==> config.mk <==
export PLATFORM = sky130hd
export DESIGN_NAME = etfp_front
export DESIGN_NICKNAME = d
export VERILOG_FILES = /design/src/design/assert_macros.svh /design/src/design/etfp_pkg.sv /design/src/design/etfp_front.sv
export SDC_FILE = /design/constraint.sdc
export NUM_CORES = 2
export LEC_CHECK = 0
export BUFFER_PORTS_ARGS = -buffer_cell sky130_fd_sc_hd__buf_2
export CORE_AREA = 2 2 243 293
export CTS_BUF_LIST = sky130_fd_sc_hd__clkbuf_4 sky130_fd_sc_hd__clkbuf_8
export DETAILED_ROUTE_END_ITERATION = 7
export DIE_AREA = 0 0 245 295
export PLACE_DENSITY = 0.63
export SLEW_MARGIN = 20
export SYNTH_ARGS = -nofsm -noshare
export SYNTH_HDL_FRONTEND = slang
export SYNTH_SLANG_ARGS = --single-unit
==> constraint.sdc <==
create_clock -name clk -period 7.85 [get_ports clk]
set_input_delay 1.9625 -clock clk [delete_from_list [all_inputs] [get_ports clk]]
set_output_delay 1.9625 -clock clk [all_outputs]
set_load 0.02 [all_outputs]
==> src/design/assert_macros.svh <==
// Assertion macros shared by the RTL.
// Depends on signals named clk and rst_n in the including scope.
`ifndef ASSERT_MACROS_SVH
`define ASSERT_MACROS_SVH

// Same-cycle implication, disabled in reset.
`define ETFP_ASSERT_IMP(lbl, cond, prop) \
    lbl: assert property (@(posedge clk) disable iff (!rst_n) (cond) |-> (prop)) \
        else $error("etfp assertion failed");

// Next-cycle implication, disabled in reset.
`define ETFP_ASSERT_NXT(lbl, cond, prop) \
    lbl: assert property (@(posedge clk) disable iff (!rst_n) (cond) |=> (prop)) \
        else $error("etfp assertion failed");

`endif

==> src/design/etfp_pkg.sv <==
// Shared types, constants and helpers for the escape-time fractal engine.
// No dependencies.
package etfp_pkg;

    localparam int FRAC_BITS   = 26;
    localparam int ADDR_W      = 5;
    localparam int QUEUE_DEPTH = 2;
    localparam int ESCAPE_SQ   = 4;

    // register indexes
    localparam logic [2:0] REG_MODE       = 3'd0;
    localparam logic [2:0] REG_ORIGIN_RE  = 3'd1;
    localparam logic [2:0] REG_ORIGIN_IM  = 3'd2;
    localparam logic [2:0] REG_STEP_RE    = 3'd3;
    localparam logic [2:0] REG_STEP_IM    = 3'd4;
    localparam logic [2:0] REG_CONST_RE   = 3'd5;
    localparam logic [2:0] REG_CONST_IM   = 3'd6;
    localparam logic [2:0] REG_ITER_LIMIT = 3'd7;

    // reset values
    localparam logic signed [31:0] RST_ORIGIN_RE = -32'sd134217728;
    localparam logic signed [31:0] RST_ORIGIN_IM = -32'sd100663296;
    localparam logic signed [31:0] RST_STEP_RE   = 32'sd402653;
    localparam logic signed [31:0] RST_STEP_IM   = 32'sd402653;
    localparam logic signed [31:0] RST_CONST_RE  = 32'sd20014533;
    localparam logic signed [31:0] RST_CONST_IM  = -32'sd39876087;
    localparam logic [11:0]        RST_LIMIT     = 12'd1024;

    // color multipliers
    localparam logic [11:0] RED_MUL   = 12'd10;
    localparam logic [11:0] GREEN_MUL = 12'd15;
    localparam logic [11:0] BLUE_MUL  = 12'd3;

    localparam logic signed [63:0] SAT_MAX = 64'sd2147483647;
    localparam logic signed [63:0] SAT_MIN = -64'sd2147483648;

    typedef struct packed {
        logic               mode;
        logic signed [31:0] origin_re;
        logic signed [31:0] origin_im;
        logic signed [31:0] step_re;
        logic signed [31:0] step_im;
        logic signed [31:0] const_re;
        logic signed [31:0] const_im;
        logic [11:0]        iter_limit;
    } cfg_t;

    // mapped point waiting for the iteration core
    typedef struct packed {
        logic [8:0]         x;
        logic [8:0]         y;
        logic signed [31:0] p_re;
        logic signed [31:0] p_im;
    } point_t;

    typedef struct packed {
        logic busy;
        logic pop;
    } core_stat_t;

    function automatic logic signed [31:0] sat32(input logic signed [63:0] v);
        logic signed [31:0] r;
        if (v > SAT_MAX)
        begin
            r = 32'sh7FFFFFFF;
        end
        else if (v < SAT_MIN)
        begin
            r = 32'sh80000000;
        end
        else
        begin
            r = v[31:0];
        end
        return r;
    endfunction

endpackage

==> src/design/etfp_front.sv <==
// Front end: accepts pixel transactions and maps them to complex points.
// Depends on etfp_pkg.
module etfp_front (
    input  logic                 clk,
    input  logic                 rst_n,
    input  etfp_pkg::cfg_t       cfg,
    input  logic                 pix_valid,
    output logic                 pix_ready,
    input  logic [8:0]           pixel_x,
    input  logic [8:0]           pixel_y,
    input  logic                 q_full,
    output logic                 q_push,
    output etfp_pkg::point_t     q_data
);

    logic                 v_reg;
    logic [8:0]           x_reg;
    logic [8:0]           y_reg;
    logic signed [41:0]   mre_reg;
    logic signed [41:0]   mim_reg;
    logic                 take;

    assign pix_ready = !v_reg || !q_full;
    assign take      = pix_valid && pix_ready;
    assign q_push    = v_reg && !q_full;

    always_ff @(posedge clk or negedge rst_n)
    begin
        if (!rst_n)
        begin
            v_reg <= 1'b0;
        end
        else if (take)
        begin
            v_reg <= 1'b1;
        end
        else if (q_push)
        begin
            v_reg <= 1'b0;
        end
    end

    // index * step, exact
    always_ff @(posedge clk)
    begin
        if (take)
        begin
            x_reg   <= pixel_x;
            y_reg   <= pixel_y;
            mre_reg <= 42'($signed({1'b0, pixel_x})) * 42'(cfg.step_re);
            mim_reg <= 42'($signed({1'b0, pixel_y})) * 42'(cfg.step_im);
        end
    end

    always_comb
    begin
        q_data.x    = x_reg;
        q_data.y    = y_reg;
        q_data.p_re = etfp_pkg::sat32(64'(cfg.origin_re) + 64'(mre_reg));
        q_data.p_im = etfp_pkg::sat32(64'(cfg.origin_im) + 64'(mim_reg));
    end

endmodule

==> flow_metrics.py <==
metrics = {
    "yosys": {
        "netlist_instances": 3119,
        "synth.most_common_cell": "inv_1",
        "yosys.area.top_type": "fa_1",
        "ys_types": 79,
        "seq_area_frac_synth": 0.1118,
        "synth_async_sr_flop_share": 0.009709,
        "synth_common_cells": "583 x inv_1, 470 x fa_1, 416 x nand2_1, 262 x ha_1, 251 x and2_1",
        "syn-num-nets": 4078,
        "yosys_most_used_dff": "edfxtp_1",
        "synth-seq-cells": 103,
        "syn_area_per_cell_um2": 8.854,
        "yosys_warnings": 0,
        "synth-edff-count": 102,
        "synth.top_cell.area_share": 0.3407,
        "netlist_area_um2": 27620,
        "synth_area_leaders": "fa_1 34%, ha_1 12%, edfxtp_1 11%",
    },
    "timing": {
        "hold_viol_final": 0,
        "setup_viol": 0,
        "maxSlewHeadroom": 0.4666,
        "final.period_utilization": 0.9932,
        "drv_slew": 0,
        "worstMarginPinSlew_ns": 0.8001,
        "fin_skew_ns": 0.03297,
        "clock.fmax_ghz": 0.1283,
        "fin_crit_ns": 7.796,
    },
    "final_layout": {
        "multi_input_area_um2": 22080,
        "design_area_um2": 31680,
        "syn_to_final_growth_pct": 14.71,
        "layout-drive-gt1-share": 0.1505,
        "fillers": 6792,
        "fin_nets": 4402,
        "regArea_um2": 3088,
    },
    "global_route": {
        "overflow": 0,
        "grt_pass1_vias": 23550,
        "grtUsageTotal": 0.2072,
        "grt_max_degree": 54,
        "antenna_found_initial": 9,
        "grt_pass1_wl_um": 118700,
    },
    "detailed_routing": {
        "drt-initial-drc-count": 935,
        "wl_per_cell_um": 16.53,
        "dr.pass1.iters": 7,
        "ant_nets": 0,
        "viasPerCell": 5.060,
        "totalWireLength_um": 72220,
        "drc": 0,
        "num_vias": 22110,
    },
    "clock_network": {
        "cts_tree": "yes",
        "cts-root-buf": "clkbuf_8",
        "cts_buffers": 9,
        "insertion_delay_ns": 0.47,
        "hold_buffers": 0,
        "htree_levels": 3,
        "cts_sinks": 103,
        "cts_buffer_depth": 2,
        "cts.clk_slew.worst_paths_ns": 0.10,
    },
    "floorplanning": {
        "core_um2": 69360,
        "dieArea_um2": 72280,
        "die_w_um": 245,
        "ios": 311,
        "die_height_um": 295,
        "fp-row-count": 106,
        "start_util": 0.3981,
    },
    "power_and_ir_drop": {
        "ir_worst_vdd_mv": 0.3056,
        "power.density_nw_per_um2": 459.7,
        "power.leakage_nw": 16.25,
        "total_power_mw": 14.56,
    },
    "worst_setup_path": {
        "arrival_ns": 5.83,
        "critPathLaunchType": "input port",
        "r2r_slack_ns": 5.52,
        "endpoint_kind": "primary output",
        "crit_type": "in2out",
        "cp_max_fo": 8,
        "critPathRequiredTime_ns": 5.89,
    },
    "placement": {
        "placed_area_um2": 31060,
        "hpwl_um": 61740,
        "portBuffers": 233,
        "globalplace.congestion": 0.9033,
    },
    "run_status": {
        "run_status": "finished, final reports clean",
    },
    "job": {
        "drv_cap": 0,
    },
    "worst_hold_path": {
        "min_path_type": "reg2reg",
    },
}
==> worst paths after layout <==
kind                          endpoint      from  cells after the start
hold reg to reg                  v_reg     v_reg                      2
setup / recovery            q_data[51]  cfg[191]                     16
hold / removal                   v_reg     v_reg                      2
min in group asynchronous        v_reg     rst_n                      1
max in group asynchronous        v_reg     rst_n                      1
setup reg to reg           mim_reg[40]     v_reg                      3
==> worst max-delay path, stage by stage <==
cell and delay [ns]:
buf_6 0.11, ha_4 0.26, and3_4 0.19, nand2_2 0.06, or4_4 0.55, a2111o_1 0.50
and2_4 0.23, a21o_1 0.18, a311o_2 0.39, nor4_2 0.13, nand4b_1 0.18, o41ai_4 0.44
buf_12 0.20, clkbuf_16 0.16, o21ai_1 0.07, buf_2 0.17
==> kinds of logic (layout without fill, tap and decap cells) <==
kind of cell             count (synthesis)  count (layout)  share of synthesized area
AND/OR/NAND/NOR                        891             891                     0.1560
adder cells (fa/ha/maj)                732             732                     0.4594
buffers and inverters                  707            1036                    0.09728
AO/OA/AOI/OAI                          529             529                     0.1256
XOR/XNOR                               153             153                    0.04853
flip-flops                             103             103                     0.1118
multiplexers                             4               4                   0.001450
other                                    0               3                          0
==> what timing repair did <==
action / in CTS / in global routing
resized for setup: 1 / 75
endpoints found under the setup margin: 6 / 68
pin swaps: 1 / 16
gates cloned: 0 / 1
setup buffers: 2 / 6
==> area by class of cell <==
| class | count | share of cell area |
|---|---|---|
| inverters | 583 | 0.06908 |
| diodes | 3 | 0.0002370 |
| clock buffers | 10 | 0.004147 |
| well taps | 918 | 0.03626 |
| multi-input cells | 2309 | 0.6972 |
| repair buffers | 437 | 0.09211 |
| clock inverters | 6 | 0.003476 |
| flip-flops and latches | 103 | 0.09748 |
==> placed cells by master (no fill, tap or decap), types with 80 or more instances in the layout <==
master,Yosys,final
buf_4,3,199
a21o_1,109,109
a21oi_1,136,132
inv_1,583,583
nor2_1,80,80
o21ai_0,90,85
and2_1,251,250
edfxtp_1,102,102
nand2_1,416,415
xnor2_1,104,104
ha_1,262,258
fa_1,470,469
buf_2,4,215
==> per-layer routing <==
layer / track usage / up-vias / wire, µm / share of wire
met2: 0.3875 / 505 / 37120 / 0.51
met3: 0.02605 / 92 / 3390 / 0.047
met4: 0.05592 / 2 / 1697 / 0.023
li1: - / 10580 / - / -
met1: 0.2488 / 10930 / 30010 / 0.42
met5: 0 / - / 7 / 0.000097
==> metrics by stage <==
step	std cells	utilization	worst slack (ns)	hold slack, ns	TNS (ns)
floorplan	3119	-	0.06544	0.6094	0
global placement	4343	0.4477	-0.3534	0.4900	-2.380
detailed placement	4343	0.4477	-0.3630	0.5014	-2.494
CTS	4361	0.4516	-0.002666	0.5290	-0.002666
global route	4369	0.4567	-0.03484	0.5431	-0.08884
finish	4369	0.4567	0.05365	0.5199	0
==> power breakdown <==
group / switching (mW) / internal (mW) / leakage, nW
logic: 6.96 / 5.74 / 15.1
clock network: 0.259 / 0.193 / 0.123
registers: 0.124 / 1.29 / 0.983
Power figures use the tool's default switching activity.
