[src/design/assert_macros.svh]
// Assertion macros shared by the RTL.
// Depends on signals named clk and rst_n in the including scope.
`ifndef ASSERT_MACROS_SVH
`define ASSERT_MACROS_SVH

// Same-cycle implication, disabled in reset.
`define ETFP_ASSERT_IMP(lbl, cond, prop) \
    lbl: assert property (@(posedge clk) disable iff (!rst_n) (cond) |-> (prop)) \
        else $error("etfp assertion failed");

// Next-cycle implication, disabled in reset.
`define ETFP_ASSERT_NXT(lbl, cond, prop) \
    lbl: assert property (@(posedge clk) disable iff (!rst_n) (cond) |=> (prop)) \
        else $error("etfp assertion failed");

`endif

[src/design/etfp_pkg.sv]
// Shared types, constants and helpers for the escape-time fractal engine.
// No dependencies.
package etfp_pkg;

    localparam int FRAC_BITS   = 26;
    localparam int ADDR_W      = 5;
    localparam int QUEUE_DEPTH = 2;
    localparam int ESCAPE_SQ   = 4;

    // register indexes
    localparam logic [2:0] REG_MODE       = 3'd0;
    localparam logic [2:0] REG_ORIGIN_RE  = 3'd1;
    localparam logic [2:0] REG_ORIGIN_IM  = 3'd2;
    localparam logic [2:0] REG_STEP_RE    = 3'd3;
    localparam logic [2:0] REG_STEP_IM    = 3'd4;
    localparam logic [2:0] REG_CONST_RE   = 3'd5;
    localparam logic [2:0] REG_CONST_IM   = 3'd6;
    localparam logic [2:0] REG_ITER_LIMIT = 3'd7;

    // reset values
    localparam logic signed [31:0] RST_ORIGIN_RE = -32'sd134217728;
    localparam logic signed [31:0] RST_ORIGIN_IM = -32'sd100663296;
    localparam logic signed [31:0] RST_STEP_RE   = 32'sd402653;
    localparam logic signed [31:0] RST_STEP_IM   = 32'sd402653;
    localparam logic signed [31:0] RST_CONST_RE  = 32'sd20014533;
    localparam logic signed [31:0] RST_CONST_IM  = -32'sd39876087;
    localparam logic [11:0]        RST_LIMIT     = 12'd1024;

    // color multipliers
    localparam logic [11:0] RED_MUL   = 12'd10;
    localparam logic [11:0] GREEN_MUL = 12'd15;
    localparam logic [11:0] BLUE_MUL  = 12'd3;

    localparam logic signed [63:0] SAT_MAX = 64'sd2147483647;
    localparam logic signed [63:0] SAT_MIN = -64'sd2147483648;

    typedef struct packed {
        logic               mode;
        logic signed [31:0] origin_re;
        logic signed [31:0] origin_im;
        logic signed [31:0] step_re;
        logic signed [31:0] step_im;
        logic signed [31:0] const_re;
        logic signed [31:0] const_im;
        logic [11:0]        iter_limit;
    } cfg_t;

    // mapped point waiting for the iteration core
    typedef struct packed {
        logic [8:0]         x;
        logic [8:0]         y;
        logic signed [31:0] p_re;
        logic signed [31:0] p_im;
    } point_t;

    typedef struct packed {
        logic busy;
        logic pop;
    } core_stat_t;

    function automatic logic signed [31:0] sat32(input logic signed [63:0] v);
        logic signed [31:0] r;
        if (v > SAT_MAX)
        begin
            r = 32'sh7FFFFFFF;
        end
        else if (v < SAT_MIN)
        begin
            r = 32'sh80000000;
        end
        else
        begin
            r = v[31:0];
        end
        return r;
    endfunction

endpackage

[src/design/etfp_queue.sv]
// Short FIFO of mapped points between front end and iteration core.
// Depends on etfp_pkg.
module etfp_queue #(
    parameter int DEPTH = etfp_pkg::QUEUE_DEPTH
) (
    input  logic              clk,
    input  logic              rst_n,
    input  logic              push,
    input  etfp_pkg::point_t  wdata,
    input  logic              pop,
    output etfp_pkg::point_t  rdata,
    output logic              full,
    output logic              not_empty
);

    localparam int PW = (DEPTH > 1) ? $clog2(DEPTH) : 1;
    localparam int CW = $clog2(DEPTH + 1);

    etfp_pkg::point_t  mem [DEPTH];
    logic [PW-1:0]     wp_reg;
    logic [PW-1:0]     rp_reg;
    logic [CW-1:0]     cnt_reg;

    function automatic logic [PW-1:0] bump(input logic [PW-1:0] p);
        logic [PW-1:0] r;
        if (p == PW'(DEPTH - 1))
        begin
            r = '0;
        end
        else
        begin
            r = p + PW'(1);
        end
        return r;
    endfunction

    assign full      = (cnt_reg == CW'(DEPTH));
    assign not_empty = (cnt_reg != '0);
    assign rdata     = mem[rp_reg];

    always_ff @(posedge clk or negedge rst_n)
    begin
        if (!rst_n)
        begin
            wp_reg  <= '0;
            rp_reg  <= '0;
            cnt_reg <= '0;
        end
        else
        begin
            if (push)
            begin
                wp_reg <= bump(wp_reg);
            end
            if (pop)
            begin
                rp_reg <= bump(rp_reg);
            end
            if (push && !pop)
            begin
                cnt_reg <= cnt_reg + CW'(1);
            end
            else if (pop && !push)
            begin
                cnt_reg <= cnt_reg - CW'(1);
            end
        end
    end

    always_ff @(posedge clk)
    begin
        if (push)
        begin
            mem[wp_reg] <= wdata;
        end
    end

endmodule

[config.mk]
export PLATFORM = sky130hd
export DESIGN_NAME = etfp_queue
export DESIGN_NICKNAME = d
export VERILOG_FILES = /design/src/design/assert_macros.svh /design/src/design/etfp_pkg.sv /design/src/design/etfp_queue.sv
export SDC_FILE = /design/constraint.sdc
export NUM_CORES = 1
export LEC_CHECK = 0
export BUFFER_PORTS_ARGS = -buffer_cell sky130_fd_sc_hd__buf_2
export CAP_MARGIN = 20
export CELL_PAD_IN_SITES_DETAIL_PLACEMENT = 1
export CELL_PAD_IN_SITES_GLOBAL_PLACEMENT = 2
export CORE_AREA = 2 2 127 129
export DETAILED_ROUTE_END_ITERATION = 10
export DIE_AREA = 0 0 129 131
export GPL_TIMING_DRIVEN = 0
export PLACE_DENSITY_LB_ADDON = 0.1
export SYNTH_ARGS = -nofsm -noshare
export SYNTH_HDL_FRONTEND = slang
export SYNTH_SLANG_ARGS = --single-unit
[constraint.sdc]
create_clock -name clk -period 12.7 [get_ports clk]
set_clock_uncertainty 0.1 [all_clocks]
set_input_delay 1.27 -clock clk [delete_from_list [all_inputs] [get_ports clk]]
set_output_delay 1.27 -clock clk [all_outputs]
set_load 0.01 [all_outputs]
==> results.py, run 1 <==
metrics = {
    "drt": {
        "routedWlPerCell_um": 17.2,
        "via_count": 3111,
        "totalWireLength_um": 11900,
        "dr.pass1.iters": 4,
        "via_per_inst": 4.51,
        "drtIter0Drc": 97,
        "postRouteAntennaNets": 0,
        "drc": 0,
    },
    "status": {
        "outcome": "finished, final reports clean",
    },
    "worst_setup_path": {
        "startpoint": "rp_reg",
        "rr_worst_depth": 2,
        "r2r-end": "mem[1][21]",
        "crit_type": "flip-flop to output pin",
        "worstPathArrival_ns": 1.65,
        "path_max_fanout": 10,
        "cp.required_ns": 11.33,
        "startpoint_type": "flip-flop",
        "r2r-start": "wp_reg",
        "ff2ff_setup_slack_ns": 10.95,
        "crit_end": "rdata[81]",
        "end_kind": "output pin",
    },
    "clock_tree": {
        "clock_latency_ns": 0.41,
        "cts_tree": "built",
        "clockRootBuffer": "clkbuf_16",
        "post_cts_buffers": 0,
        "clk_pin_slew_worst_paths_ns": 0.06,
        "h-tree-depth": 4,
        "clock-sinks": 168,
        "clockBufferDepth": 2,
        "cts_buffers": 17,
        "post_cts_resized": 0,
        "ctsHoldBuffers": 0,
    },
    "grt": {
        "grt_pass1_wl_um": 17600,
        "antenna_found_initial": 0,
        "grt-ovfl-total": 0,
        "grt_pass1_vias": 3333,
        "grt_usage": 0.143,
        "grt_max_degree": 47,
    },
    "power": {
        "combPwrFrac": 0.324,
        "pwr-share-clk": 0.272,
        "switching_share": 0.269,
        "p_int_mw": 1.38,
        "peakVddDrop_mv": 0.119,
        "power.density_mw_per_mm2": 229,
        "p_leak_nw": 3.32,
        "pwr-share-seq": 0.404,
        "switchingPower_mw": 0.508,
    },
    "cells_and_area": {
        "ff_latch_area_mm2": 0.00502,
        "multiInputGateArea_mm2": 0.00128,
        "fillers": 1466,
        "largest_reg_flops": 164,
        "antenna_cells": 0,
        "syn_to_final_growth_pct": 27.9,
        "nets": 550,
        "drive_gt1_frac": 0.614,
    },
    "sta": {
        "final_max_slew_viol_count": 0,
        "post-route-period-util": 0.238,
        "fin_tns_setup_ns": 0,
        "max_freq_mhz": 331,
        "tightestPinTransition_ns": 0.584,
        "rsz0062_at_grt": "false",
        "relSlewSlack": 0.611,
        "hold_violations": 0,
        "min_period_ns": 3.02,
        "setup_viol": 0,
        "setup_ws_ns": 9.68,
    },
    "floorplan": {
        "die_y_um": 131,
        "ioPinCount": 170,
        "die-area_mm2": 0.0169,
        "row_count": 46,
        "core_area_mm2": 0.0156,
        "die_w_um": 129,
        "initial_utilization": 0.414,
    },
    "place": {
        "port_buffers": 169,
        "hpwlAfterDp_um": 8180,
        "gp_congestion": 0.632,
        "preCtsSetupSlack_ns": 9.93,
    },
    "synth": {
        "synth_seq_cells": 168,
        "synth_cells": 271,
        "netlist_area_mm2": 0.00646,
        "synth.distinct_cells": 15,
        "ys_warn_count": 0,
        "syn_area_per_cell_um2": 23.8,
        "synth_nets": 358,
        "yosysSeqAreaShare": 0.778,
    },
    "hold_path": {
        "min-delay-path-class": "flip-flop to flip-flop",
    },
    "run": {
        "cap_violations": 0,
    },
}
==> stage by stage <==
stage | instances | utilization | hold slack [ns] | power [mW] | instance area (um^2)
after detailed placement | 660 | 0.492 | 0.379 | 1.41 | 7670
final | 690 | 0.529 | 0.391 | 1.89 | 8260
after CTS | 690 | 0.529 | 0.395 | 1.93 | 8260
after global placement | 656 | 0.485 | 0.366 | 1.40 | 7570
after floorplan | 271 | - | 0.347 | 1.20 | 6460
after global routing | 690 | 0.529 | 0.428 | 1.98 | 8260
==> power groups by stage <==
stage,clock (mW),combinational (mW),sequential [mW]
detailed placement,0,0.631,0.778
CTS,0.531,0.632,0.766
global placement,0,0.606,0.791
floorplan,0,0.422,0.779
global route,0.550,0.660,0.775
finish,0.514,0.614,0.765
==> synth_stat cells <==
cell,n,share of area
inv_1,1,0.00058
mux2_4,70,0.16
xor2_1,4,0.0054
or2_2,1,0.00097
mux2_2,12,0.021
ha_1,1,0.0019
nor2_1,1,0.00058
nor2b_1,2,0.0019
buf_6,1,0.0017
dfrtp_1,4,0.016
and2_1,1,0.00097
edfxtp_1,164,0.76
xnor2_1,1,0.0014
buf_12,7,0.022
buf_2,1,0.00077
==> routing by layer <==
| layer | vias up | part of all wire | GRT usage |
|---|---|---|---|
| met1 | 1537 | 0.38 | 0.155 |
| li1 | 1460 | - | - |
| met4 | 0 | 0.011 | 0.0518 |
| met5 | - | 0 | 0 |
| met2 | 102 | 0.52 | 0.246 |
| met3 | 12 | 0.082 | 0.0696 |
==> layout by cell type, fill, tap and decap left out, types with 4 or more instances in the layout <==
cell type / n
buf_2: 170
edfxtp_1: 164
mux2_4: 70
clkbuf_16: 17
mux2_2: 12
buf_12: 10
clkinv_1: 5
xor2_1: 4
bufinv_16: 4
dfrtp_1: 4
==> kinds of logic after synthesis <==
logic type | synth area share
DFF | 0.778
muxes | 0.184
buffers and inverters | 0.0248
xor gates and xnor gates | 0.00678
and+or+nand+nor | 0.00446
adders and majority gates | 0.00194
==> worst min path at each step <==
stage          cells after the start          to  startpoint  slack, ns
2_1_floorplan                      1  cnt_reg[1]  cnt_reg[1]       0.35
3_3_place_gp                       1  cnt_reg[1]  cnt_reg[1]       0.37
3_5_place_dp                       1  cnt_reg[1]  cnt_reg[1]       0.38
4_1_cts                            1  cnt_reg[1]  cnt_reg[1]       0.40
5_1_grt                            1  cnt_reg[1]  cnt_reg[1]       0.43
6_report                           1  cnt_reg[1]  cnt_reg[1]       0.39
==> critical path: stages, from the launching register on <==
cell and delay [ns]:
dfrtp_1 0.36, buf_6 0.23, buf_12 0.19, mux2_4 0.30
buf_2 0.15
==> final cells by class <==
| type | count | share of cell area |
|---|---|---|
| plain buffers | 9 | 0.0189 |
| clock buffers | 18 | 0.0520 |
| clock inverters | 12 | 0.0192 |
| inverters | 1 | 0.000455 |
| multi-input cells | 93 | 0.155 |
| flip-flops and latches | 168 | 0.608 |
| well taps | 216 | 0.0327 |
| repair buffers | 173 | 0.113 |
(Power assumes the default switching activity.)
==> run 2: changes to the inputs <==
--- a/config.mk
+++ b/config.mk
@@ -9,9 +9,9 @@
 export CAP_MARGIN = 20
 export CELL_PAD_IN_SITES_DETAIL_PLACEMENT = 1
 export CELL_PAD_IN_SITES_GLOBAL_PLACEMENT = 2
-export CORE_AREA = 2 2 127 129
+export CORE_AREA = 2 2 139 141
 export DETAILED_ROUTE_END_ITERATION = 10
-export DIE_AREA = 0 0 129 131
+export DIE_AREA = 0 0 141 143
 export GPL_TIMING_DRIVEN = 0
 export PLACE_DENSITY_LB_ADDON = 0.1
 export SYNTH_ARGS = -nofsm -noshare
==> constraint.sdc (replaced) <==
create_clock -name clk -period 2.6 [get_ports clk]
set_clock_uncertainty 0.1 [all_clocks]
set_input_delay 0.26 -clock clk [delete_from_list [all_inputs] [get_ports clk]]
set_output_delay 0.26 -clock clk [all_outputs]
set_load 0.01 [all_outputs]
==> results.py, run 2 (synthesis gave the netlist of run 1 again) <==
metrics = {
    "floorplan": {
        "die_y_um": 143,
        "initial_utilization": 0.347,
        "die-area_mm2": 0.0202,
        "die_w_um": 141,
        "core_area_mm2": 0.0186,
        "ioPinCount": 170,
        "row_count": 50,
    },
    "cells_and_area": {
        "layout_commonest_cell": "buf_2",
        "layout_common_cells": "buf_2 (170), edfxtp_1 (164), dlygate4sd3_1 (85)",
        "nets": 634,
        "final_cell_area_mm2": 0.00913,
        "antenna_cells": 0,
        "drive_gt1_frac": 0.524,
        "fin_util": 0.492,
        "syn_to_final_growth_pct": 41.5,
        "largest_reg_flops": 164,
    },
    "clock_tree": {
        "clock-sinks": 168,
        "clock_latency_ns": 0.41,
        "cts_tree": "built",
        "clockBufferDepth": 2,
        "clk_pin_slew_worst_paths_ns": 0.06,
        "cts_buffers": 17,
        "clockRootBuffer": "clkbuf_16",
        "post_cts_buffers": 0,
        "h-tree-depth": 4,
    },
    "power": {
        "power.density_mw_per_mm2": 1030,
        "p_leak_nw": 3.68,
        "peakVddDrop_mv": 0.467,
        "switchingPower_mw": 2.58,
        "combPwrFrac": 0.329,
        "p_total_mw": 9.43,
        "pwr-share-seq": 0.396,
        "switching_share": 0.273,
        "pwr-share-clk": 0.276,
        "p_int_mw": 6.85,
    },
    "grt": {
        "grt-ovfl-total": 0,
        "grt_max_degree": 44,
        "antenna_found_initial": 0,
        "grt_pass1_vias": 3899,
        "grt_usage": 0.134,
        "grt_pass1_wl_um": 20400,
    },
    "drt": {
        "dr.pass1.iters": 4,
        "postRouteAntennaNets": 0,
        "drtIter0Drc": 126,
        "routedWlPerCell_um": 16.0,
        "via_per_inst": 4.36,
        "drc": 0,
        "via_count": 3461,
        "totalWireLength_um": 12700,
    },
    "worst_setup_path": {
        "crit_chain": "buf_6 > buf_12 > mux2_4 > buf_2",
        "cp_slowest_stage_delay_ns": 0.35,
        "crit_family": "buffers and inverters",
        "path_buf_inv": 3,
        "end_kind": "output pin",
        "r2r-start": "wp_reg",
        "slowest_stage": "dfrtp_1",
        "worstPathArrival_ns": 1.65,
        "startpoint_type": "flip-flop",
        "path_max_fanout": 10,
        "startpoint": "rp_reg",
        "crit_type": "flip-flop to output pin",
        "cp.required_ns": 2.24,
    },
    "hold_path": {
        "min-delay-path-class": "primary input to asynchronous set/reset pin",
    },
    "sta": {
        "relSlewSlack": 0.431,
        "setup_ws_ns": 0.593,
        "rsz0062_at_grt": "false",
        "final_max_slew_viol_count": 0,
        "holdWs_ns": 0.0768,
        "setup_viol": 0,
        "hold_violations": 0,
        "tightestPinTransition_ns": 0.851,
        "min_period_ns": 2.01,
        "max_freq_mhz": 498,
        "post-route-period-util": 0.772,
    },
    "status": {
        "outcome": "finished, final reports clean",
    },
    "run": {
        "cap_violations": 0,
    },
    "place": {
        "gp_congestion": 0.647,
        "preCtsSetupSlack_ns": 0.688,
        "port_buffers": 169,
        "place_area_mm2": 0.00767,
        "hpwlAfterDp_um": 8070,
    },
}
-- run 2: cell type report --
type / count / area (um^2)
Fill cell: 1788 / 9450
Sequential cell: 168 / 5020
Timing Repair Buffer: 257 / 1760
Multi-Input combinational cell: 93 / 1280
Clock buffer: 18 / 429
Tap cell: 234 / 293
Clock inverter: 13 / 180
Buffer: 9 / 156
Inverter: 1 / 3.75
-- run 2: worst register-to-register path, stage by stage (launching register included) --
cell and delay, ns:
dfrtp_1 0.43, nor2b_4 0.70, buf_12 0.29
-- run 2: timing repair --
action	CTS	global route
endpoints found under the hold margin	170	0
hold buffers	85	0
resized for setup	0	0
-- run 2: routing by layer --
layer  track usage  up-vias  wire length [um]
met5             0        -                 0
met4        0.0500        0               143
met3        0.0570       13               943
met2         0.219      124              6310
met1         0.159     1700              5310
li1              -     1624                 -
-- run 2: final timing paths --
kind	endpoint	slack, ns	cells after the start
min in group clk	cnt_reg[1]	0.40	1
min reg2reg	cnt_reg[1]	0.40	1
max reg2reg	mem[0][46]	0.75	2
min	cnt_reg[1]	0.08	2
max in group asynchronous	wp_reg	2.19	2
max	rdata[33]	0.59	4
-- run 2: power groups by stage --
stage	registers (mW)	clock network [mW]	logic, mW
5_1_grt	3.79	2.78	3.35
3_5_place_dp	3.79	0	3.07
6_report	3.73	2.60	3.10
2_1_floorplan	3.77	0	2.06
3_3_place_gp	3.80	0	2.99
4_1_cts	3.74	2.69	3.19
-- run 2: metrics by stage --
stage | TNS (ns) | std cells
after detailed placement | 0 | 677
after CTS | 0 | 793
final | 0 | 793
after floorplan | 0 | 271
after global routing | 0 | 793
after global placement | -40.14 | 674
