File: config.mk
export PLATFORM = sky130hd
export DESIGN_NAME = etfp_core
export DESIGN_NICKNAME = d
export VERILOG_FILES = /design/src/design/assert_macros.svh /design/src/design/etfp_pkg.sv /design/src/design/etfp_core.sv
export SDC_FILE = /design/constraint.sdc
export NUM_CORES = 2
export LEC_CHECK = 0
export BUFFER_PORTS_ARGS = -buffer_cell sky130_fd_sc_hd__buf_2
export CORE_MARGIN = 2
export CORE_UTILIZATION = 41
export CTS_BUF_LIST = sky130_fd_sc_hd__clkbuf_8 sky130_fd_sc_hd__clkbuf_16
export DETAILED_ROUTE_END_ITERATION = 16
export GPL_ROUTABILITY_DRIVEN = 0
export PLACE_DENSITY = 0.54
export SLEW_MARGIN = 0
export SYNTH_ARGS = -nofsm -noshare
export SYNTH_HDL_FRONTEND = slang
export SYNTH_SLANG_ARGS = --single-unit
File: constraint.sdc
create_clock -name clk -period 31.4 [get_ports clk]
set_input_delay 1.57 -clock clk [delete_from_list [all_inputs] [get_ports clk]]
set_output_delay 1.57 -clock clk [all_outputs]
set_load 0.05 [all_outputs]
File: src/design/assert_macros.svh
// Assertion macros shared by the RTL.
// Depends on signals named clk and rst_n in the including scope.
`ifndef ASSERT_MACROS_SVH
`define ASSERT_MACROS_SVH

// Same-cycle implication, disabled in reset.
`define ETFP_ASSERT_IMP(lbl, cond, prop) \
    lbl: assert property (@(posedge clk) disable iff (!rst_n) (cond) |-> (prop)) \
        else $error("etfp assertion failed");

// Next-cycle implication, disabled in reset.
`define ETFP_ASSERT_NXT(lbl, cond, prop) \
    lbl: assert property (@(posedge clk) disable iff (!rst_n) (cond) |=> (prop)) \
        else $error("etfp assertion failed");

`endif

File: src/design/etfp_pkg.sv
// Shared types, constants and helpers for the escape-time fractal engine.
// No dependencies.
package etfp_pkg;

    localparam int FRAC_BITS   = 26;
    localparam int ADDR_W      = 5;
    localparam int QUEUE_DEPTH = 2;
    localparam int ESCAPE_SQ   = 4;

    // register indexes
    localparam logic [2:0] REG_MODE       = 3'd0;
    localparam logic [2:0] REG_ORIGIN_RE  = 3'd1;
    localparam logic [2:0] REG_ORIGIN_IM  = 3'd2;
    localparam logic [2:0] REG_STEP_RE    = 3'd3;
    localparam logic [2:0] REG_STEP_IM    = 3'd4;
    localparam logic [2:0] REG_CONST_RE   = 3'd5;
    localparam logic [2:0] REG_CONST_IM   = 3'd6;
    localparam logic [2:0] REG_ITER_LIMIT = 3'd7;

    // reset values
    localparam logic signed [31:0] RST_ORIGIN_RE = -32'sd134217728;
    localparam logic signed [31:0] RST_ORIGIN_IM = -32'sd100663296;
    localparam logic signed [31:0] RST_STEP_RE   = 32'sd402653;
    localparam logic signed [31:0] RST_STEP_IM   = 32'sd402653;
    localparam logic signed [31:0] RST_CONST_RE  = 32'sd20014533;
    localparam logic signed [31:0] RST_CONST_IM  = -32'sd39876087;
    localparam logic [11:0]        RST_LIMIT     = 12'd1024;

    // color multipliers
    localparam logic [11:0] RED_MUL   = 12'd10;
    localparam logic [11:0] GREEN_MUL = 12'd15;
    localparam logic [11:0] BLUE_MUL  = 12'd3;

    localparam logic signed [63:0] SAT_MAX = 64'sd2147483647;
    localparam logic signed [63:0] SAT_MIN = -64'sd2147483648;

    typedef struct packed {
        logic               mode;
        logic signed [31:0] origin_re;
        logic signed [31:0] origin_im;
        logic signed [31:0] step_re;
        logic signed [31:0] step_im;
        logic signed [31:0] const_re;
        logic signed [31:0] const_im;
        logic [11:0]        iter_limit;
    } cfg_t;

    // mapped point waiting for the iteration core
    typedef struct packed {
        logic [8:0]         x;
        logic [8:0]         y;
        logic signed [31:0] p_re;
        logic signed [31:0] p_im;
    } point_t;

    typedef struct packed {
        logic busy;
        logic pop;
    } core_stat_t;

    function automatic logic signed [31:0] sat32(input logic signed [63:0] v);
        logic signed [31:0] r;
        if (v > SAT_MAX)
        begin
            r = 32'sh7FFFFFFF;
        end
        else if (v < SAT_MIN)
        begin
            r = 32'sh80000000;
        end
        else
        begin
            r = v[31:0];
        end
        return r;
    endfunction

endpackage

File: src/design/etfp_core.sv
// Iteration core: one shared 32x32 multiplier sequenced by a state machine,
// plus the result register. Depends on etfp_pkg.
module etfp_core #(
    parameter int FRACTION_BITS = etfp_pkg::FRAC_BITS
) (
    input  logic                  clk,
    input  logic                  rst_n,
    input  etfp_pkg::cfg_t        cfg,
    input  logic                  q_valid,
    input  etfp_pkg::point_t      q_data,
    output etfp_pkg::core_stat_t  stat,
    output logic                  res_valid,
    input  logic                  res_ready,
    output logic [8:0]            out_x,
    output logic [8:0]            out_y,
    output logic [11:0]           iterations,
    output logic                  inside_res,
    output logic [7:0]            red,
    output logic [7:0]            green,
    output logic [7:0]            blue
);

    localparam logic signed [63:0] BOUND = 64'(etfp_pkg::ESCAPE_SQ) << FRACTION_BITS;

    localparam logic [3:0] ST_IDLE = 4'd0;
    localparam logic [3:0] ST_A3   = 4'd1;
    localparam logic [3:0] ST_B3   = 4'd2;
    localparam logic [3:0] ST_XB   = 4'd3;
    localparam logic [3:0] ST_AY   = 4'd4;
    localparam logic [3:0] ST_XY   = 4'd5;
    localparam logic [3:0] ST_HOLD = 4'd6;
    localparam logic [3:0] ST_COMB = 4'd7;
    localparam logic [3:0] ST_SX   = 4'd8;
    localparam logic [3:0] ST_SY   = 4'd9;
    localparam logic [3:0] ST_SQW  = 4'd10;
    localparam logic [3:0] ST_OUT  = 4'd11;

    // product destinations
    localparam logic [2:0] D_A3 = 3'd0;
    localparam logic [2:0] D_B3 = 3'd1;
    localparam logic [2:0] D_XB = 3'd2;
    localparam logic [2:0] D_AY = 3'd3;
    localparam logic [2:0] D_XY = 3'd4;
    localparam logic [2:0] D_SX = 3'd5;
    localparam logic [2:0] D_SY = 3'd6;

    logic [3:0]          st_reg, st_next;
    logic                pend_reg;
    logic                res_valid_reg;
    logic [2:0]          dst_reg;
    logic signed [63:0]  prod_reg;
    logic signed [31:0]  zx_reg, zy_reg, add_re_reg, add_im_reg;
    logic signed [31:0]  a2_reg, b2_reg, a3_reg, b3_reg, xb_reg, ay_reg, xy_reg;
    logic signed [63:0]  wx_reg;
    logic [11:0]         it_reg;
    logic                mode_reg, first_reg, inside_reg;
    logic [8:0]          x_reg, y_reg;

    logic                issue;
    logic [2:0]          dst_c;
    logic signed [31:0]  mul_a, mul_b;
    logic signed [63:0]  sh_c;
    logic signed [31:0]  sat_c;
    logic signed [63:0]  nx_sum, ny_sum;
    logic                esc;
    logic [11:0]         it_inc;
    logic                slot_free;
    logic                pop;

    assign sh_c      = prod_reg >>> FRACTION_BITS;
    assign sat_c     = etfp_pkg::sat32(sh_c);
    assign esc       = (wx_reg + sh_c) > BOUND;
    assign it_inc    = it_reg + 12'd1;
    assign slot_free = !res_valid_reg || res_ready;
    assign pop       = (st_reg == ST_IDLE) && q_valid;
    assign stat.busy = (st_reg != ST_IDLE);
    assign stat.pop  = pop;
    assign res_valid = res_valid_reg;

    // multiplier operand select
    always_comb
    begin
        issue = 1'b1;
        dst_c = D_A3;
        mul_a = zx_reg;
        mul_b = a2_reg;
        unique case (st_reg)
            ST_A3:
            begin
                dst_c = D_A3;
                mul_a = zx_reg;
                mul_b = a2_reg;
            end
            ST_B3:
            begin
                dst_c = D_B3;
                mul_a = zy_reg;
                mul_b = b2_reg;
            end
            ST_XB:
            begin
                dst_c = D_XB;
                mul_a = zx_reg;
                mul_b = b2_reg;
            end
            ST_AY:
            begin
                dst_c = D_AY;
                mul_a = a2_reg;
                mul_b = zy_reg;
            end
            ST_XY:
            begin
                dst_c = D_XY;
                mul_a = zx_reg;
                mul_b = zy_reg;
            end
            ST_SX:
            begin
                dst_c = D_SX;
                mul_a = zx_reg;
                mul_b = zx_reg;
            end
            ST_SY:
            begin
                dst_c = D_SY;
                mul_a = zy_reg;
                mul_b = zy_reg;
            end
            default:
            begin
                issue = 1'b0;
            end
        endcase
    end

    // new z before saturation
    always_comb
    begin
        if (mode_reg)
        begin
            nx_sum = 64'(a2_reg) - 64'(b2_reg) + 64'(add_re_reg);
            ny_sum = (64'(xy_reg) <<< 1) + 64'(add_im_reg);
        end
        else
        begin
            nx_sum = 64'(a3_reg) - ((64'(xb_reg) <<< 1) + 64'(xb_reg))
                   + 64'(a2_reg) - 64'(b2_reg) + (64'(zx_reg) <<< 1)
                   + 64'(add_re_reg);
            ny_sum = (64'(ay_reg) <<< 1) + 64'(ay_reg) - 64'(b3_reg)
                   + (64'(xy_reg) <<< 1) + (64'(zy_reg) <<< 1)
                   + 64'(add_im_reg);
        end
    end

    always_comb
    begin
        st_next = st_reg;
        unique case (st_reg)
            ST_IDLE:
            begin
                if (q_valid)
                begin
                    if (cfg.iter_limit == 12'd0)
                    begin
                        st_next = ST_OUT;
                    end
                    else if (cfg.mode)
                    begin
                        st_next = ST_XY;
                    end
                    else
                    begin
                        st_next = ST_SX;
                    end
                end
            end
            ST_A3:   st_next = ST_B3;
            ST_B3:   st_next = ST_XB;
            ST_XB:   st_next = ST_AY;
            ST_AY:   st_next = ST_XY;
            ST_XY:   st_next = ST_HOLD;
            ST_HOLD: st_next = ST_COMB;
            ST_COMB: st_next = ST_SX;
            ST_SX:   st_next = ST_SY;
            ST_SY:   st_next = ST_SQW;
            ST_SQW:
            begin
                if (first_reg)
                begin
                    st_next = ST_A3;
                end
                else if (esc || (it_inc == cfg.iter_limit))
                begin
                    st_next = ST_OUT;
                end
                else if (mode_reg)
                begin
                    st_next = ST_XY;
                end
                else
                begin
                    st_next = ST_A3;
                end
            end
            ST_OUT:
            begin
                if (slot_free)
                begin
                    st_next = ST_IDLE;
                end
            end
            default: st_next = ST_IDLE;
        endcase
    end

    always_ff @(posedge clk or negedge rst_n)
    begin
        if (!rst_n)
        begin
            st_reg        <= ST_IDLE;
            pend_reg      <= 1'b0;
            res_valid_reg <= 1'b0;
        end
        else
        begin
            st_reg   <= st_next;
            pend_reg <= issue;
            if ((st_reg == ST_OUT) && slot_free)
            begin
                res_valid_reg <= 1'b1;
            end
            else if (res_ready)
            begin
                res_valid_reg <= 1'b0;
            end
        end
    end

    always_ff @(posedge clk)
    begin
        prod_reg <= 64'(mul_a) * 64'(mul_b);
        dst_reg  <= dst_c;

        // product write-back from the registered product
        if (pend_reg)
        begin
            case (dst_reg)
                D_A3: a3_reg <= sat_c;
                D_B3: b3_reg <= sat_c;
                D_XB: xb_reg <= sat_c;
                D_AY: ay_reg <= sat_c;
                D_XY: xy_reg <= sat_c;
                D_SX:
                begin
                    a2_reg <= sat_c;
                    wx_reg <= sh_c;
                end
                D_SY: b2_reg <= sat_c;
                default: ;
            endcase
        end

        if (pop)
        begin
            x_reg      <= q_data.x;
            y_reg      <= q_data.y;
            it_reg     <= 12'd0;
            mode_reg   <= cfg.mode;
            first_reg  <= !cfg.mode;
            inside_reg <= 1'b1;
            if (cfg.mode)
            begin
                zx_reg     <= '0;
                zy_reg     <= '0;
                a2_reg     <= '0;
                b2_reg     <= '0;
                add_re_reg <= q_data.p_re;
                add_im_reg <= q_data.p_im;
            end
            else
            begin
                zx_reg     <= q_data.p_re;
                zy_reg     <= q_data.p_im;
                add_re_reg <= cfg.const_re;
                add_im_reg <= cfg.const_im;
            end
        end

        if (st_reg == ST_COMB)
        begin
            zx_reg <= etfp_pkg::sat32(nx_sum);
            zy_reg <= etfp_pkg::sat32(ny_sum);
        end

        if (st_reg == ST_SQW)
        begin
            if (first_reg)
            begin
                first_reg <= 1'b0;
            end
            else if (esc)
            begin
                inside_reg <= 1'b0;
            end
            else
            begin
                it_reg <= it_inc;
            end
        end

        if ((st_reg == ST_OUT) && slot_free)
        begin
            out_x      <= x_reg;
            out_y      <= y_reg;
            iterations <= it_reg;
            inside_res <= inside_reg;
            red        <= inside_reg ? 8'd0 : 8'(it_reg * etfp_pkg::RED_MUL);
            green      <= inside_reg ? 8'd0 : 8'(it_reg * etfp_pkg::GREEN_MUL);
            blue       <= inside_reg ? 8'd0 : 8'(it_reg * etfp_pkg::BLUE_MUL);
        end
    end

endmodule

==> results.md <==
* HP Class: reg2reg
* Slew Limit Fails at 0
* Syn Area/Cell at 9.76 um2
* CTS Buf Count at 61
* Num ports at 349
* Via/cell ratio at 5.44
* Post-CTS Setup Bufs at 0
* Grt total ovfl at 0
* Post-cts resize count at 0
* Syn Inst Count at 7464
* Crit-path max cell delay at 1.06 ns
* Slowest cell on crit path: fa_1
* FFs w/ async S/R, synth at 1.15%
* Vias in the first global route at 58.0k
* Fill cell count at 16.9k
* Slew margin rel. at 3.32%
* Post-synthesis sequential area ratio at 19.8%
* CTS Hold Buffers Added at 0
* Final core utilization at 44.8%
* Pre-CTS WS at 18.75 ns
* IO Port Bufs at 219
* Worst-path maximum fanout at 51
* Fin nets at 9649
* Row cnt at 154
* Post-DP HPWL at 183 mm
* CTS max path bufs at 3
* Unique masters post-synth at 94
* Global-route wire length before repair at 360 mm
* Residual DRC at 0
* Pre-Repair DR Iteration Count at 6
* Crit path max-delay family: adder cells
* Post-Syn Nets at 9559
* Crit path time final at 12.71 ns
* Unrepaired setup endpoints after global routing: no
* Area growth, synth to finish at 8.50%
* Hold WS at 0.419 ns
* Startpoint types: flop
* Synthesized area at 0.0729 mm2
* Data arrival, critical path at 13.28 ns
* Final WS setup at 18.69 ns
* Setup violators final at 0
* Initial antenna violation count at 3
* DRT iter0 DRCs at 4729
* Routed WL per cell at 23.5 um
* EDFF count, synth at 396
* CP Capture Type: flop
* Synth Flop Type: edfxtp_1
* Setup TNS at 0 ns
* Clock transition at the registers of the reported paths at 0.07 ns
* Status: finished clean
* Num Clock Sinks at 521
* Detail Route Antenna Nets at 0
* Core area at 0.176 mm2
* Critical path class: reg2reg
* Layout cell share with drive strength beyond 1 at 8.12%
* Final hold violations at 0
* WP data required at 31.97 ns
* H-tree Lvls at 2
* Slew @ Worst Pin at 1.41 ns
* Final Skew at 0.0429 ns
* FF-to-FF setup slack at 18.69 ns
* MaxCap Viol Count at 0
* GRT Util Overall at 26.4%
* CTS tree: built
* Post-synthesis register bit count at 521
* Root Buffer: clkbuf_16
* Final Cycle Share at 40.5%
* Effective utilization at floorplan at 41.3%
* Worst skew pair latency at 0.69 ns
* Die Wd at 426 um
* Die H at 426 um
* Most common cell type on the critical path: fa_1
* Synth warn at 0
* DR vias at 54.1k
* Die Area at 0.181 mm2
* Largest net degree at the start of global routing at 66
* Storage cell area at 0.0144 mm2
* FMAX at 78.7 MHz
* Multi-input logic area at 0.0522 mm2
* CP bufs+invs at 6
* Final WL at 234 mm
[logic make-up after synthesis]
| group | count (synthesis) | share of synthesized area (%) |
|---|---|---|
| adder cells (fa/ha/maj) | 1805 | 45.6 |
| other | 1 | 0.00515 |
| multiplexers | 90 | 1.36 |
| AO/OA/AOI/OAI | 1116 | 10.1 |
| XOR/XNOR | 210 | 2.52 |
| buffers and inverters | 1754 | 9.08 |
| flip-flops | 521 | 19.8 |
| AND/OR/NAND/NOR | 1967 | 11.5 |
[Yosys cell counts, drive strengths merged (8+ instances only)]
cell type | number | area share (%)
nor4b | 8 | 0.096
nor4 | 11 | 0.094
a22oi | 30 | 0.31
o31ai | 19 | 0.21
fa | 1421 | 39
and2 | 48 | 0.41
mux2i | 20 | 0.27
nor2b | 41 | 0.35
o31a | 10 | 0.12
nand3 | 58 | 0.40
a211oi | 101 | 1.0
a31oi | 26 | 0.22
a21boi | 29 | 0.30
o211ai | 46 | 0.47
inv | 1429 | 7.4
and3 | 22 | 0.19
edfxtp | 396 | 16
nand2b | 60 | 0.52
nor3b | 12 | 0.12
a221oi | 13 | 0.16
buf | 21 | 0.15
dfxtp | 119 | 3.3
o22ai | 8 | 0.069
a21o | 118 | 1.2
xor2 | 81 | 0.97
o21bai | 33 | 0.34
a21oi | 323 | 2.2
or2 | 12 | 0.10
mux2 | 70 | 1.1
nor3 | 53 | 0.36
xnor2 | 129 | 1.6
nor2 | 769 | 4.0
o21a | 33 | 0.34
nand3b | 11 | 0.11
nand4 | 36 | 0.31
a222oi | 27 | 0.37
or3 | 12 | 0.10
o21ai | 195 | 1.3
clkbuf | 303 | 1.6
ha | 383 | 6.6
a211o | 17 | 0.20
nand2 | 792 | 4.1
[final cells by class]
class,count,share of cell area [%]
Tap cell,2340,3.70
Multi-Input combinational cell,5189,66.0
Clock inverter,52,0.595
Antenna cell,3,0.00950
Sequential cell,521,18.2
Inverter,1430,6.79
Timing Repair Buffer,351,2.64
Clock buffer,64,2.01
[cells in the final DEF, fill, tap and decap left out, types with 129 or more instances in the layout]
cell,instances
inv_1,1432
fa_1,1421
nand2_1,791
nor2_1,759
edfxtp_1,396
ha_1,383
a21oi_1,316
buf_2,218
o21ai_0,149
buf_4,133
xnor2_1,129
[metal layers]
layer	track usage, %	up-vias	share of wire [%]	wire length (um)
li1	-	23825	-	-
met1	36.1	27724	42	97400
met2	42.4	2153	46	107000
met3	4.58	441	8.1	18800
met4	9.27	2	4.3	10000
met5	0	-	0.0056	13
[stage by stage]
stage,cell area (um2),std cells
floorplan,72900,7464
detailed placement,77000,9831
finish,79100,9950
CTS,79100,9947
global route,79100,9947
global placement,77000,9831
[final timing paths]
kind | startpoint | end | cells after the start
worst max-delay path | st_reg[3] | prod_reg[62] | 31
worst min-delay path | y_reg[4] | out_y[4] | 0
max in group asynchronous | rst_n | st_reg[2] | 1
worst max register to register | st_reg[3] | prod_reg[62] | 31
min in group asynchronous | rst_n | res_valid | 1
worst min register to register | y_reg[4] | out_y[4] | 0
Power is not shown: default switching activity piles up to over one toggle a cycle in this logic, so the estimate is an artifact.
